**src/design/tei_pkg.sv**
```systemverilog
package tei_pkg;

	localparam int MAIN_KNOTS  = 64;
	localparam int SUB_KNOTS   = 64;
	localparam int MAIN_AW     = $clog2(MAIN_KNOTS);
	localparam int SUB_AW      = $clog2(SUB_KNOTS);
	localparam int COUNT_W     = 7;
	localparam int QUEUE_DEPTH = 2;
	localparam int QUEUE_AW    = $clog2(QUEUE_DEPTH);

	localparam logic CFG_MAIN_COUNT = 1'b0;
	localparam logic CFG_SUB_COUNT  = 1'b1;

	typedef enum logic [1:0] {
		OP_WR_MAIN = 2'd0,
		OP_WR_SUB  = 2'd1,
		OP_QRY_R   = 2'd2,
		OP_QRY_RP  = 2'd3
	} op_t;

	typedef struct packed {
		op_t                operation;
		logic [5:0]         row;
		logic [5:0]         knot;
		logic signed [31:0] knot_coord;
		logic signed [31:0] knot_value;
		logic signed [31:0] query_r;
		logic signed [31:0] query_p;
	} item_t;

	typedef struct packed {
		logic signed [31:0] energy;
		logic               beyond_table;
	} result_t;

	typedef struct packed {
		logic [COUNT_W-1:0] main_n;
		logic [COUNT_W-1:0] sub_n;
	} cfg_t;

	typedef struct packed {
		logic               done;
		logic signed [31:0] energy;
	} lerp_stat_t;

endpackage

```
**src/design/tei_front.sv**
```systemverilog
module tei_front (
	input  logic                 clk,
	input  logic                 arst_n,
	input  logic                 push,
	output logic                 full,
	input  tei_pkg::item_t       item,
	input  logic                 cfg_valid,
	output logic                 cfg_ready,
	input  logic                 cfg_index,
	input  logic [6:0]           cfg_data,
	input  logic                 q_full,
	output logic                 q_push,
	output tei_pkg::item_t       q_item,
	output tei_pkg::cfg_t        cfg
);

	logic [tei_pkg::COUNT_W-1:0] main_count_q;
	logic [tei_pkg::COUNT_W-1:0] sub_count_q;

	function automatic logic [tei_pkg::COUNT_W-1:0] clamp(
		input logic [tei_pkg::COUNT_W-1:0] v, input int lim);
		logic [tei_pkg::COUNT_W-1:0] r;
		r = v;
		if (v < tei_pkg::COUNT_W'(2)) r = tei_pkg::COUNT_W'(2);
		if (v > tei_pkg::COUNT_W'(lim)) r = tei_pkg::COUNT_W'(lim);
		return r;
	endfunction

	assign cfg_ready = 1'b1;
	assign full      = q_full;
	assign q_push    = push && !q_full;
	assign q_item    = item;

	always_ff @(posedge clk or negedge arst_n) begin
		if (!arst_n) begin
			main_count_q <= tei_pkg::COUNT_W'(64);
			sub_count_q  <= tei_pkg::COUNT_W'(64);
		end else if (cfg_valid && cfg_ready) begin
			case (cfg_index)
				tei_pkg::CFG_MAIN_COUNT: main_count_q <= cfg_data;
				tei_pkg::CFG_SUB_COUNT:  sub_count_q  <= cfg_data;
				default: ;
			endcase
		end
	end

	assign cfg.main_n = clamp(main_count_q, tei_pkg::MAIN_KNOTS);
	assign cfg.sub_n  = clamp(sub_count_q, tei_pkg::SUB_KNOTS);

endmodule

```
**config.mk**
```make
export PLATFORM = sky130hd
export DESIGN_NAME = tei_front
export DESIGN_NICKNAME = d
export VERILOG_FILES = /design/src/design/tei_pkg.sv /design/src/design/tei_front.sv
export SDC_FILE = /design/constraint.sdc
export NUM_CORES = 1
export LEC_CHECK = 0
export ABC_AREA = 1
export BUFFER_PORTS_ARGS = -buffer_cell sky130_fd_sc_hd__buf_2
export CAP_MARGIN = 20
export CORE_AREA = 2 2 123 125
export DETAILED_ROUTE_END_ITERATION = 10
export DIE_AREA = 0 0 125 127
export GPL_ROUTABILITY_DRIVEN = 0
export SYNTH_ARGS = -nofsm -noshare
export SYNTH_HDL_FRONTEND = slang
export SYNTH_SLANG_ARGS = --single-unit
```
**constraint.sdc**
```tcl
create_clock -name clk -period 1.2 [get_ports clk]
set_clock_uncertainty 0.05 [all_clocks]
set_input_delay 0.24 -clock clk [delete_from_list [all_inputs] [get_ports clk]]
set_output_delay 0.24 -clock clk [all_outputs]
set_load 0.01 [all_outputs]
```
==> impl_metrics.prom <==
# TYPE chip_impl_metric gauge
chip_impl_metric{name="path_buf_inv",unit=""} 2
chip_impl_metric{name="grt_util_all_layers",unit="%"} 6.457
chip_impl_metric{name="grt_antenna_before_repair",unit=""} 0
chip_impl_metric{name="routed-wl-met3",unit="um"} 1607
chip_impl_metric{name="maxCapViolCount",unit=""} 0
chip_impl_metric{name="static-leakage-power",unit="nW"} 0.6686
chip_impl_metric{name="cts_max_path_buffers",unit=""} 2
chip_impl_metric{name="layout.core_utilization",unit="%"} 9.603
chip_impl_metric{name="critical_path.max_stage_delay",unit="ns"} 0.58
chip_impl_metric{name="ff2ff_path_depth",unit=""} 4
chip_impl_metric{name="design.final.nets",unit=""} 303
chip_impl_metric{name="vias",unit=""} 978
chip_impl_metric{name="drt_first_iter_violations",unit=""} 17
chip_impl_metric{name="placedCellCount",unit=""} 323
chip_impl_metric{name="finalInstanceArea",unit="um^2"} 1385
chip_impl_metric{name="final_cell_count_no_fill",unit=""} 330
chip_impl_metric{name="die_x",unit="um"} 125
chip_impl_metric{name="clk_transition_reported_paths",unit="ns"} 0.04
chip_impl_metric{name="slew_viol_final",unit=""} 0
chip_impl_metric{name="reg2reg_setup_slack",unit="ns"} 0.22
chip_impl_info{name="startpoint_type",value="register"} 1
chip_impl_metric{name="cts.sinks",unit=""} 14
chip_impl_metric{name="ys.warnings.count",unit=""} 0
chip_impl_metric{name="cts_buffers",unit=""} 3
chip_impl_info{name="post_synth_main_area_contributors",value="sky130_fd_sc_hd__buf_4, sky130_fd_sc_hd__dfrtp_1, sky130_fd_sc_hd__nand2_1, sky130_fd_sc_hd__inv_1, sky130_fd_sc_hd__nor2_1"} 1
chip_impl_metric{name="floorplan.die_area",unit="um^2"} 15880
chip_impl_metric{name="syn_avg_cell_area",unit="um^2"} 7.457
chip_impl_metric{name="report.final.hold_viol_count",unit=""} 0
chip_impl_metric{name="post_route_clock_period_utilization",unit="%"} 127.1
chip_impl_metric{name="synthDominantCellAreaShare",unit="%"} 58.70
chip_impl_metric{name="final.min_clock_period",unit="ns"} 1.525
chip_impl_metric{name="grt_pass1_wl",unit="um"} 7479
chip_impl_metric{name="top_level_ports",unit=""} 314
chip_impl_info{name="critical_path.endpoint_type",value="primary output"} 1
chip_impl_metric{name="powerDensity",unit="nW/um^2"} 1250
chip_impl_metric{name="worst_ir_drop_vdd",unit="uV"} 473.4
chip_impl_metric{name="routed_via_density",unit=""} 2.964
chip_impl_info{name="status",value="complete, but fails checks"} 1
chip_impl_info{name="timing.rr.end",value="main_count_q[6]"} 1
chip_impl_metric{name="port_buffers",unit=""} 28
chip_impl_metric{name="worst_ep_arrival_time",unit="ns"} 1.24
chip_impl_metric{name="synth_sequential_area_ratio",unit="%"} 19.16
chip_impl_metric{name="placed_cell_area",unit="um^2"} 1191
chip_impl_metric{name="clk-insertion-delay-late",unit="ns"} 0.24
chip_impl_metric{name="wire_per_inst",unit="um"} 17.12
chip_impl_metric{name="grt_overflow",unit=""} 0
chip_impl_info{name="ctsRootBufferMaster",value="sky130_fd_sc_hd__clkbuf_16"} 1
chip_impl_metric{name="core_area",unit="um^2"} 14420
chip_impl_metric{name="count_of_cell_types_in_the_netlist",unit=""} 15
chip_impl_metric{name="worstHoldPathCells",unit=""} 3
chip_impl_metric{name="postLayoutSetupSlackWorst",unit="ns"} -0.3251
chip_impl_metric{name="synthCells",unit=""} 247
chip_impl_metric{name="wl",unit="um"} 5649
chip_impl_metric{name="total_power",unit="mW"} 1.731
chip_impl_metric{name="dp_hpwl",unit="um"} 4884
chip_impl_metric{name="synth.cell_area",unit="um^2"} 1842
chip_impl_info{name="top_cell_by_count_worst_path",value="sky130_fd_sc_hd__nand2_1"} 1
chip_impl_info{name="synth.largest_area_cell",value="sky130_fd_sc_hd__buf_4"} 1
chip_impl_metric{name="fmax",unit="MHz"} 655.7
chip_impl_metric{name="n_antenna_cell",unit=""} 0
chip_impl_info{name="worstSetupPathType",value="reg -> out"} 1
chip_impl_info{name="reg2reg_from",value="main_count_q[6]"} 1
chip_impl_metric{name="met2_wirelength",unit="um"} 2482
chip_impl_metric{name="worst-path-max-fanout",unit=""} 4
chip_impl_metric{name="post-route-drc-count",unit=""} 0
chip_impl_info{name="violated_checks",value="negative setup slack"} 1
chip_impl_metric{name="grt_pass1_vias",unit=""} 1001
chip_impl_metric{name="setup_viol_count_final",unit=""} 14
chip_impl_info{name="dr.max_layer_used",value="met5"} 1
chip_impl_metric{name="largest_net_degree_at_the_start_of_global_routing",unit=""} 15
chip_impl_info{name="critical_path.top_delay_family",value="flip-flops"} 1
chip_impl_info{name="tritoncts",value="done"} 1
chip_impl_metric{name="drive_above_1_share",unit="%"} 51.37
chip_impl_metric{name="synthesis_to_layout_area_growth",unit="%"} -24.80
chip_impl_info{name="hold_end",value="main_count_q[6]"} 1
chip_impl_metric{name="required",unit="ns"} 0.91
chip_impl_metric{name="floorplan.rows",unit=""} 44
chip_impl_info{name="rsz0062_at_grt",value="true"} 1
chip_impl_metric{name="synth_nets",unit=""} 402
chip_impl_metric{name="ant_nets",unit=""} 0
chip_impl_metric{name="cts.htree.levels",unit=""} 1
chip_impl_metric{name="drt_pre_antenna_iters",unit=""} 2
chip_impl_info{name="cp_cell_sequence",value="nor2_2 > nand3_1 > nand2_1 > nand2_1 > inv_1 > buf_2"} 1
chip_impl_info{name="min-delay-path-class",value="in -> reg"} 1
chip_impl_info{name="critPathSlowestCell",value="sky130_fd_sc_hd__dfstp_2"} 1
chip_impl_metric{name="drt-met1-wl",unit="um"} 1086
chip_impl_info{name="min-delay-start",value="cfg_data[6]"} 1
chip_impl_metric{name="die-height",unit="um"} 127
chip_impl_metric{name="synth-seq-cells",unit=""} 14
chip_impl_metric{name="starting_utilization_of_the_core_area",unit="%"} 12.77
## repair_timing
item,CTS,global route
endpoints found under the hold margin,12,0
hold buffers,1,0
resized for setup,8,17
setup buffers,3,2
gates cloned,0,0
pin swaps,11,10
setup endpoints to repair,14,14
## worst min-delay path: stages
cell                      delay [ns]
sky130_fd_sc_hd__buf_2          0.09
sky130_fd_sc_hd__inv_1          0.11
sky130_fd_sc_hd__o21ai_2        0.07
## per-stage QoR
stage / TNS (ns) / hold WS (ns) / setup WS (ns)
final: -3.568 / 0.2365 / -0.3251
after global routing: -4.462 / 0.2578 / -0.4189
after CTS: -3.650 / 0.2522 / -0.3156
after detailed placement: -0.4811 / 0.1147 / -0.09033
after global placement: -0.5367 / 0.1138 / -0.07940
after floorplan: 0 / -0.1056 / 0.01252
## logic make-up (layout without fill, tap and decap cells)
family / count (synthesis) / in the layout / share of synthesized area [%]
DFF: 14 / 14 / 19.16
and+or+nand+nor: 47 / 47 / 10.39
buffers and inverters: 171 / 70 / 65.01
AOI/OAI and AO/OA: 14 / 14 / 5.231
other: 1 / 1 / 0.2036
## worst max-delay path by stage
stage,end,slack [ns],from,cells after the start
2_1_floorplan,cfg[0],0.01,sub_count_q[6],4
3_3_place_gp,cfg[10],-0.08,main_count_q[1],6
3_5_place_dp,cfg[8],-0.09,main_count_q[6],6
4_1_cts,cfg[1],-0.32,sub_count_q[6],6
5_1_grt,cfg[7],-0.42,main_count_q[5],6
6_report,cfg[1],-0.33,sub_count_q[6],6
## flip-flops by register name, summed over array words and instances (netlist names)
name          cells
sub_count_q       7
main_count_q      7
## cell usage after synthesis, drive strengths merged
library cell	number
dfstp	2
buf	146
nand3	4
clkbuf	2
inv	23
dfrtp	12
conb	1
o21ai	14
nand2	24
nor2	19
## layer usage
metal | vias to the layer above | GRT usage, %
li1 | 391 | -
met1 | 375 | 3.534
met2 | 164 | 9.527
met3 | 46 | 8.626
met4 | 2 | 5.229
met5 | - | 1.858
## where the power goes
group,total [mW],internal [mW],switching [mW]
Clock,0.608,0.434,0.173
Sequential,0.595,0.540,0.0555
Combinational,0.528,0.260,0.268
Total,1.73,1.23,0.497
## layout make-up
cell class                      instances  area, um^2
Fill cell                            1722       13040
Inverter                               23       86.33
Timing Repair Buffer                   44       296.5
Tap cell                              184       230.2
Sequential cell                        14       352.8
Multi-Input combinational cell         62       344.1
Clock buffer                            3       75.07
## cell usage in the layout, fill, tap and decap left out, types with 2 or more instances in the layout
cell,count
sky130_fd_sc_hd__o21ai_2,7
sky130_fd_sc_hd__buf_4,11
sky130_fd_sc_hd__inv_2,3
sky130_fd_sc_hd__nor2_4,3
sky130_fd_sc_hd__dfrtp_1,12
sky130_fd_sc_hd__nand3_1,2
sky130_fd_sc_hd__buf_6,7
sky130_fd_sc_hd__inv_1,20
sky130_fd_sc_hd__nand3_2,2
sky130_fd_sc_hd__buf_2,25
sky130_fd_sc_hd__dfstp_2,2
sky130_fd_sc_hd__clkbuf_16,3
sky130_fd_sc_hd__nand2_1,18
sky130_fd_sc_hd__nand2_2,6
sky130_fd_sc_hd__nor2_1,10
sky130_fd_sc_hd__nor2_2,6
sky130_fd_sc_hd__o21ai_1,7
No activity file was read; power rests on OpenSTA's default activity.
