<file path="config.mk">
export PLATFORM = sky130hd
export DESIGN_NAME = tei_queue
export DESIGN_NICKNAME = d
export VERILOG_FILES = /design/src/design/tei_pkg.sv /design/src/design/tei_queue.sv
export SDC_FILE = /design/constraint.sdc
export NUM_CORES = 1
export LEC_CHECK = 0
export ABC_AREA = 1
export ABC_CLOCK_PERIOD_IN_PS = 7000
export BUFFER_PORTS_ARGS = -buffer_cell sky130_fd_sc_hd__buf_2
export CAP_MARGIN = 10
export CORE_ASPECT_RATIO = 0.7
export CORE_UTILIZATION = 47
export CTS_CLUSTER_SIZE = 14
export DETAILED_ROUTE_END_ITERATION = 12
export PLACE_DENSITY = 0.76
export SLEW_MARGIN = 20
export SYNTH_ARGS = -nofsm -noshare
export SYNTH_HDL_FRONTEND = slang
export SYNTH_SLANG_ARGS = --single-unit
export TNS_END_PERCENT = 5
</file>
<file path="constraint.sdc">
create_clock -name clk -period 7 [get_ports clk]
set_input_delay 0.35 -clock clk [delete_from_list [all_inputs] [get_ports clk]]
set_output_delay 0.35 -clock clk [all_outputs]
set_load 0.005 [all_outputs]
</file>
<file path="src/design/tei_pkg.sv">
package tei_pkg;

	localparam int MAIN_KNOTS  = 64;
	localparam int SUB_KNOTS   = 64;
	localparam int MAIN_AW     = $clog2(MAIN_KNOTS);
	localparam int SUB_AW      = $clog2(SUB_KNOTS);
	localparam int COUNT_W     = 7;
	localparam int QUEUE_DEPTH = 2;
	localparam int QUEUE_AW    = $clog2(QUEUE_DEPTH);

	localparam logic CFG_MAIN_COUNT = 1'b0;
	localparam logic CFG_SUB_COUNT  = 1'b1;

	typedef enum logic [1:0] {
		OP_WR_MAIN = 2'd0,
		OP_WR_SUB  = 2'd1,
		OP_QRY_R   = 2'd2,
		OP_QRY_RP  = 2'd3
	} op_t;

	typedef struct packed {
		op_t                operation;
		logic [5:0]         row;
		logic [5:0]         knot;
		logic signed [31:0] knot_coord;
		logic signed [31:0] knot_value;
		logic signed [31:0] query_r;
		logic signed [31:0] query_p;
	} item_t;

	typedef struct packed {
		logic signed [31:0] energy;
		logic               beyond_table;
	} result_t;

	typedef struct packed {
		logic [COUNT_W-1:0] main_n;
		logic [COUNT_W-1:0] sub_n;
	} cfg_t;

	typedef struct packed {
		logic               done;
		logic signed [31:0] energy;
	} lerp_stat_t;

endpackage

</file>
<file path="src/design/tei_queue.sv">
module tei_queue (
	input  logic           clk,
	input  logic           arst_n,
	input  logic           wr,
	input  tei_pkg::item_t wdata,
	output logic           full,
	input  logic           rd,
	output tei_pkg::item_t rdata,
	output logic           empty
);

	tei_pkg::item_t                ent_q [tei_pkg::QUEUE_DEPTH];
	logic [tei_pkg::QUEUE_AW-1:0]  wp_q;
	logic [tei_pkg::QUEUE_AW-1:0]  rp_q;
	logic [tei_pkg::QUEUE_AW:0]    cnt_q;
	logic                          do_wr;
	logic                          do_rd;

	assign full  = cnt_q == (tei_pkg::QUEUE_AW+1)'(tei_pkg::QUEUE_DEPTH);
	assign empty = cnt_q == '0;
	assign do_wr = wr && !full;
	assign do_rd = rd && !empty;
	assign rdata = ent_q[rp_q];

	always_ff @(posedge clk) begin
		if (do_wr) ent_q[wp_q] <= wdata;
	end

	always_ff @(posedge clk or negedge arst_n) begin
		if (!arst_n) begin
			wp_q  <= '0;
			rp_q  <= '0;
			cnt_q <= '0;
		end else begin
			if (do_wr)
				wp_q <= (wp_q == tei_pkg::QUEUE_AW'(tei_pkg::QUEUE_DEPTH-1)) ? '0 : wp_q + 1'b1;
			if (do_rd)
				rp_q <= (rp_q == tei_pkg::QUEUE_AW'(tei_pkg::QUEUE_DEPTH-1)) ? '0 : rp_q + 1'b1;
			if (do_wr && !do_rd) cnt_q <= cnt_q + 1'b1;
			else if (do_rd && !do_wr) cnt_q <= cnt_q - 1'b1;
		end
	end

endmodule

</file>
==> flow_summary_export.csv, run 1 <==
group,metric,value,unit
yosys,netlist_top_cells_area,"sky130_fd_sc_hd__edfxtp_1, sky130_fd_sc_hd__nand2_1, sky130_fd_sc_hd__buf_2",
sta,finClkSkew,0.00562,ns
pwr,total_leakage_power,0.00581,µW
final_layout,final_net_count,1259,
critical_path,critical_path_cell_by_cell,"inv_4 > buf_4 > nand2_1 > nand2_1 > buf_2",
critical_path,cpMostUsedCell,"sky130_fd_sc_hd__nand2_1",
place,place_inst,1318,
yosys,syn-mean-instance-area,13.6,µm²
clock_network,cts_num_sinks,288,
floorplanning,dieArea,23000,µm²
yosys,yosys.area_share.adder,0.119,%
floorplanning,pin_count,290,
sta,timing_max_transition_violations_final,0,
yosys,yosys_warnings,0,
run,cap_viol_max_count,0,
critical_path,setup.worst_path.end_class,"primary output",
global_route,grt_start_max_net_pins,94,
pwr,power-per-cell-area,396,nW/µm²
yosys,postSynthRegisterBits,288,
sta,setup_repair_after_global_routing_missed_its_margin,"false",
final_layout,fillerInstances,1624,
final_layout,layoutNonFillerInstCount,1414,
sta,setup-tns-final,0,ns
floorplanning,die_height,127,µm
place,placed_area,12200,µm²
routing,drtPass1Iterations,5,
clock_network,clkTransAtPathRegs,0.07,ns
yosys,combinational_family_with_the_most_area_after_synthesis,"simple AND/OR/NAND/NOR gates",
place,detailed_place_hpwl,13600,µm
global_route,grt_pass1_vias,6630,
critical_path,worst_path_max_delay_cell,"sky130_fd_sc_hd__buf_4",
floorplanning,horizontal_extent_of_the_die,181,µm
global_route,global_route.usage.total,19.0,%
yosys,synthXorXnorAreaFrac,0.0831,%
critical_path,crit_path_max_incr_delay,0.77,ns
clock_network,tritoncts,"yes",
routing,drt_wl_total,22300,µm
final_layout,final_area,13500,µm²
floorplanning,core,21800,µm²
routing,routed-via-count,6728,
sta,finalSetupViolations,0,
status,run_status,"finished, final reports clean",
yosys,netlist.area_leader.share,80.9,%
critical_path,critPathTopFamily,"buffers and inverters",
critical_path,worst-endpoint-required,6.65,ns
sta,post-route-period-util,48.4,%
critical_path,setup.worst_path.start_class,"register",
clock_network,htree_num_levels,1,
yosys,syn-num-nets,920,
place,gp_congestion,0.748,
hold_path,hold_path_class,"input pin to register",
floorplanning,initial_utilization,48.3,%
sta,timing_worst_slew_pin_value,1.03,ns
routing,post_drt_via_cell_ratio,4.76,
global_route,antenna_found_initial,2,
yosys,ys_seq_area_share,81.8,%
sta,max_clock_freq,0.295,GHz
final_layout,drive_gt1_share,29.5,%
global_route,first_pass_grt_wire_length,34200,µm
yosys,synthCells,773,
critical_path,worst_path_max_fanout,82,
sta,hold_viol,0,
routing,detail-route-antenna-nets,0,
routing,drc_errors,0,
yosys,yosys.cell_count.top_type,"sky130_fd_sc_hd__nand2_1",
yosys,synth-simple-area-share,15.8,%
sta,post-route-min-period,3.39,ns
global_route,grt_remaining_overflow,0,
routing,number_of_violations_reported_at_the_end_of_detailed_routing_iteration_0,431,
yosys,synth_compound_gate_area_share,0.0949,%
clock_network,post_cts.resized_instances,0,
clock_network,worstSkewPairLatency,0.52,ns
yosys,synth_edf_count,284,
sta,slew_headroom,31.2,%
place,io_buffer_count,289,
yosys,synth_top_cell_by_area,"sky130_fd_sc_hd__edfxtp_1",
final_layout,area.growth.synth_to_final,27.9,%
clock_network,cts_inserted_buffers,27,
yosys,ys_types,15,
yosys,postSynth.topFlopCell,"sky130_fd_sc_hd__edfxtp_1",
yosys,ys_async_sr_fraction,1.39,%
final_layout,postLayoutCoreUtil,61.7,%
yosys,syn_area,10500,µm²
critical_path,worst-path-buf-inv,3,
clock_network,clockBufferDepth,3,
pwr,vdd_drop_max,284,µV
yosys,leading_post_synthesis_cells_by_instance_count,"sky130_fd_sc_hd__nand2_1, sky130_fd_sc_hd__edfxtp_1, sky130_fd_sc_hd__buf_2",
critical_path,arrival,3.04,ns
floorplanning,placementRows,45,
clock_network,clk_root_buffer_cell,"sky130_fd_sc_hd__clkbuf_16",
yosys,synth.mux.area_fraction,0,%
critical_path,timing_worst_setup_path_type,"register to primary output",
routing,drt-wirelength-per-cell,15.8,µm
layout make-up:
cell class                 count  area (µm²)  share of cell area (%)
sequential                   288        8630                    64.0
timing repair buffer         341        1950                    14.5
multi-input combinational    446        1710                    12.7
clock buffer                  34         702                    5.21
tap                          282         353                    2.62
clock inverter                14        92.6                   0.687
inverter                       8        37.5                   0.278
antenna                        1        2.50                  0.0186
stage by stage:
step	power [µW]	hold slack, ns	worst slack, ns
3_3_place_gp	4010	0.164	4.10
6_report	5340	0.0154	3.61
5_1_grt	5650	0.00158	3.37
4_1_cts	5400	0.000130	3.50
2_1_floorplan	3390	0.0544	2.28
3_5_place_dp	4040	0.166	4.10
kinds of logic (layout without fill, tap and decap cells):
logic type | after synthesis | after routing
adder cells (fa/ha/maj) | 1 | 1
XOR/XNOR | 1 | 1
AO/OA/AOI/OAI | 2 | 2
flip-flops | 288 | 288
AND/OR/NAND/NOR | 442 | 442
buffers and inverters | 39 | 397
other | 0 | 1
flip-flops by register name, summed over array words and instances, names as in the netlist:
register  count
cnt_q         2
ent_q       284
rp_q          1
wp_q          1
cells in the final DEF, fill, tap and decap left out, drive strengths merged:
master	count
buf	294
bufinv	1
clkbuf	34
clkinv	13
dfrtp	4
diode	1
dlygate4sd3	47
edfxtp	284
ha	1
inv	8
nand2	435
nand3	1
nand3b	1
nand4	1
nor2	4
o21ai	2
xnor2	1
power by group:
group / internal [µW] / leakage, µW / switching, µW
logic: 543 / 0.00273 / 969
clock network: 744 / 0.000394 / 588
registers: 2360 / 0.00269 / 140
what timing repair did:
| item | 4_1_cts | 5_1_grt |
|---|---|---|
| hold endpoints to repair | 89 | 0 |
| hold buffers | 47 | 0 |
| setup buffers | 0 | 0 |
| endpoints found under the setup margin | 0 | 0 |
final timing paths:
| kind | to | start | depth (start not counted) | slack [ns] |
|---|---|---|---|---|
| max | rdata[26] | rp_q | 5 | 3.61 |
| min | ent_q[0][86] | wdata[86] | 1 | 0.02 |
| max reg2reg | ent_q[1][81] | cnt_q[1] | 5 | 4.19 |
| min reg2reg | wp_q | wp_q | 2 | 0.50 |
| max in group asynchronous | rp_q | arst_n | 2 | 6.66 |
| min in group asynchronous | rp_q | arst_n | 2 | 0.20 |
per-layer routing:
metal  wire length, µm  vias up  track usage, %
met4               557        2            5.18
met5                 8        -               0
met2             10700      256            32.1
met3              2010       38            6.07
li1                  -     3284               -
met1              8980     3148            23.8
No activity file was read; power rests on OpenSTA's default activity.
==> run 2: changes to the inputs <==
--- a/config.mk
+++ b/config.mk
@@ -5,8 +5,8 @@
 export SDC_FILE = /design/constraint.sdc
 export NUM_CORES = 1
 export LEC_CHECK = 0
-export ABC_AREA = 1
-export ABC_CLOCK_PERIOD_IN_PS = 7000
+export ABC_AREA = 0
+export ABC_CLOCK_PERIOD_IN_PS = 3000
 export BUFFER_PORTS_ARGS = -buffer_cell sky130_fd_sc_hd__buf_2
 export CAP_MARGIN = 10
 export CORE_ASPECT_RATIO = 0.7
==> constraint.sdc (replaced) <==
create_clock -name clk -period 3 [get_ports clk]
set_input_delay 0.15 -clock clk [delete_from_list [all_inputs] [get_ports clk]]
set_output_delay 0.15 -clock clk [all_outputs]
set_load 0.005 [all_outputs]
==> run 2 against run 1 <==
Wire length up 3.3%; combinational power rose to 2.6 times the previous value; count of clock-buffer cells in the layout down 2; sequential power up 130%; critical endpoint is now rdata[23]; worst setup slack worse by 2.9 ns.
==> flow_summary_export.csv, run 2 <==
group,metric,value,unit
floorplanning,horizontal_extent_of_the_die,183,µm
floorplanning,core,22000,µm²
floorplanning,initial_utilization,48.7,%
critical_path,worst_path_max_fanout,70,
sta,timing_worst_slew_pin_value,0.742,ns
pwr,comb_power_share,31.1,%
critical_path,worst-path-buf-inv,2,
clock_network,clkTransAtPathRegs,0.06,ns
sta,hold_viol,0,
yosys,synth_edf_count,284,
yosys,ys_async_sr_fraction,1.39,%
sta,finClkSkew,0.0135,ns
yosys,netlist.area_leader.share,79.5,%
global_route,global_route.usage.total,19.1,%
clock_network,cts_inserted_buffers,26,
sta,slew_headroom,50.5,%
final_layout,area.growth.synth_to_final,37.5,%
final_layout,final_common_cell,"sky130_fd_sc_hd__buf_2",
yosys,postSynthRegisterBits,288,
floorplanning,die_height,128,µm
pwr,vdd_drop_max,587,µV
routing,post_drt_via_cell_ratio,4.84,
sta,timing_max_transition_violations_final,0,
final_layout,antenna_cells,0,
final_layout,biggestRegsByFlops,"ent_q x284, cnt_q x2",
place,place_inst,1046,
sta,hold_slack,0.355,ns
place,io_buffer_count,289,
sta,post-route-period-util,75.0,%
yosys,yosys.cell_count.top_type,"sky130_fd_sc_hd__edfxtp_1",
final_layout,drive_gt1_share,51.0,%
critical_path,worst_path_max_delay_cell,"sky130_fd_sc_hd__dfrtp_4",
clock_network,cts_num_sinks,288,
critical_path,arrival,2.10,ns
pwr,net-switching-power,3480,µW
clock_network,worstSkewPairLatency,0.51,ns
yosys,syn-num-nets,608,
pwr,power-per-cell-area,860,nW/µm²
routing,drt-wirelength-per-cell,18.7,µm
floorplanning,placementRows,45,
critical_path,setup.worst_path.end_class,"primary output",
final_layout,largest_register_ffs,284,
yosys,yosys_warnings,0,
floorplanning,pin_count,290,
sta,setup_repair_after_global_routing_missed_its_margin,"false",
yosys,netlist_top_cells_area,"sky130_fd_sc_hd__edfxtp_1, sky130_fd_sc_hd__mux2_4, sky130_fd_sc_hd__mux2_2",
yosys,syn_area,10700,µm²
pwr,total_leakage_power,0.00577,µW
clock_network,clockBufferDepth,3,
critical_path,setup.worst_path.start_class,"register",
hold_path,hold_path_class,"input pin to register",
pwr,power.share.switching,27.5,%
global_route,grt_start_max_net_pins,78,
yosys,leading_post_synthesis_cells_by_instance_count,"sky130_fd_sc_hd__edfxtp_1, sky130_fd_sc_hd__mux2_2, sky130_fd_sc_hd__mux2_4",
final_layout,final_net_count,1062,
pwr,power.share.clock,23.4,%
final_layout,most-common-layout-cells,"sky130_fd_sc_hd__buf_2, sky130_fd_sc_hd__edfxtp_1, sky130_fd_sc_hd__dlygate4sd3_1",
global_route,grt_pass1_vias,6423,
routing,number_of_violations_reported_at_the_end_of_detailed_routing_iteration_0,305,
yosys,postSynth.topFlopCell,"sky130_fd_sc_hd__edfxtp_1",
final_layout,layoutNonFillerInstCount,1233,
global_route,grt_remaining_overflow,0,
routing,drtPass1Iterations,6,
place,detailedPlace.worstSlack,1.20,ns
routing,detail-route-antenna-nets,0,
yosys,synth_top_cell_by_area,"sky130_fd_sc_hd__edfxtp_1",
clock_network,clk_root_buffer_cell,"sky130_fd_sc_hd__clkbuf_16",
sta,post-route-min-period,2.25,ns
sta,finalSetupViolations,0,
clock_network,htree_num_levels,1,
global_route,first_pass_grt_wire_length,34300,µm
pwr,p_seq_share,45.5,%
yosys,synthCells,461,
critical_path,worst_setup_path_startpoint,"rp_q",
critical_path,critPathTopFamily,"buffers and inverters",
sta,max_clock_freq,0.444,GHz
yosys,ys_types,15,
critical_path,crit_path_max_incr_delay,0.52,ns
floorplanning,dieArea,23400,µm²
hold_path,hold_path_startpoint,"wdata[115]",
run,cap_viol_max_count,0,
pwr,p_int,9200,µW
yosys,syn-mean-instance-area,23.3,µm²
global_route,antenna_found_initial,0,
final_layout,register_with_the_most_flip_flops,"ent_q",
yosys,ys_seq_area_share,80.5,%
clock_network,tritoncts,"yes",
sta,setup-tns-final,0,ns
sta,setup_ws,0.750,ns
critical_path,worst-endpoint-required,2.85,ns
critical_path,reg2reg_from,"cnt_q[0]",
place,detailed_place_hpwl,13300,µm
clock_network,post_cts.resized_instances,0,
critical_path,timing_worst_setup_path_type,"register to primary output",
routing,routed-via-count,5973,
critical_path,slack_of_the_worst_reg_to_reg_path,1.17,ns
routing,drt_wl_total,23000,µm
routing,drc_errors,0,
place,gp_congestion,0.784,
status,run_status,"finished, final reports clean",
critical_path,critical_path_cell_by_cell,"buf_12 > mux2_2 > buf_2",
## run 2: cell types whose count changed after synthesis, moves of 8 or more
cell	previous run	this run
sky130_fd_sc_hd__buf_2	21	7
sky130_fd_sc_hd__buf_4	9	0
sky130_fd_sc_hd__mux2_2	0	72
sky130_fd_sc_hd__nand2_1	435	1
sky130_fd_sc_hd__buf_6	1	9
sky130_fd_sc_hd__mux2_4	0	70
## run 2: cells by family (layout without fill, tap and decap cells)
family	after synthesis	after routing	share of synthesized area, %
flops	288	288	80.5
mux	142	142	17.4
buf+inv	18	485	1.34
simple gates	6	6	0.257
xor+xnor	5	5	0.408
fa+ha+maj	1	1	0.117
compound gates	1	1	0.0466
## run 2: area by class of cell
| class | instances | area (µm²) |
|---|---|---|
| clock inverters | 9 | 45.0 |
| repair buffers | 442 | 3010 |
| well taps | 305 | 382 |
| flip-flops and latches | 288 | 8630 |
| inverters | 2 | 7.51 |
| clock buffers | 32 | 694 |
| fillers | 1404 | 7270 |
| multi-input cells | 155 | 1980 |
## run 2: path summary, 6_finish.rpt
kind / cells past startpoint / end
min in group asynchronous: 3 / cnt_q[0]
max reg2reg: 4 / ent_q[0][107]
max: 3 / rdata[23]
max in group asynchronous: 3 / rp_q
min reg2reg: 1 / wp_q
min: 2 / ent_q[1][115]
## run 2: repair_timing
item	in CTS	in global routing
hold buffers	146	0
buffers inserted	0	0
endpoints found under the hold margin	290	0
## run 2: stage by stage
step | cell area [µm²] | power (µW) | utilization, %
floorplan | 10700 | 8230 | -
global placement | 12500 | 9460 | 57.0
detailed placement | 12500 | 9600 | 57.0
CTS | 14700 | 12700 | 67.0
global route | 14700 | 13200 | 67.0
finish | 14700 | 12700 | 67.0
## run 2: power by group through the flow
| stage | Clock, µW | Combinational, µW | Sequential (µW) |
|---|---|---|---|
| 2_1_floorplan | 0 | 2440 | 5790 |
| 3_3_place_gp | 0 | 3690 | 5780 |
| 4_1_cts | 3030 | 3930 | 5760 |
| 3_5_place_dp | 0 | 3760 | 5840 |
| 6_report | 2960 | 3950 | 5770 |
| 5_1_grt | 3180 | 4220 | 5840 |
## run 2: metal layers
layer | up-vias | wire, µm | global-route usage [%]
met5 | - | 0 | 0
met3 | 32 | 1880 | 5.18
li1 | 2733 | - | -
met2 | 253 | 11600 | 34.3
met1 | 2955 | 9170 | 23.1
met4 | 0 | 392 | 4.25
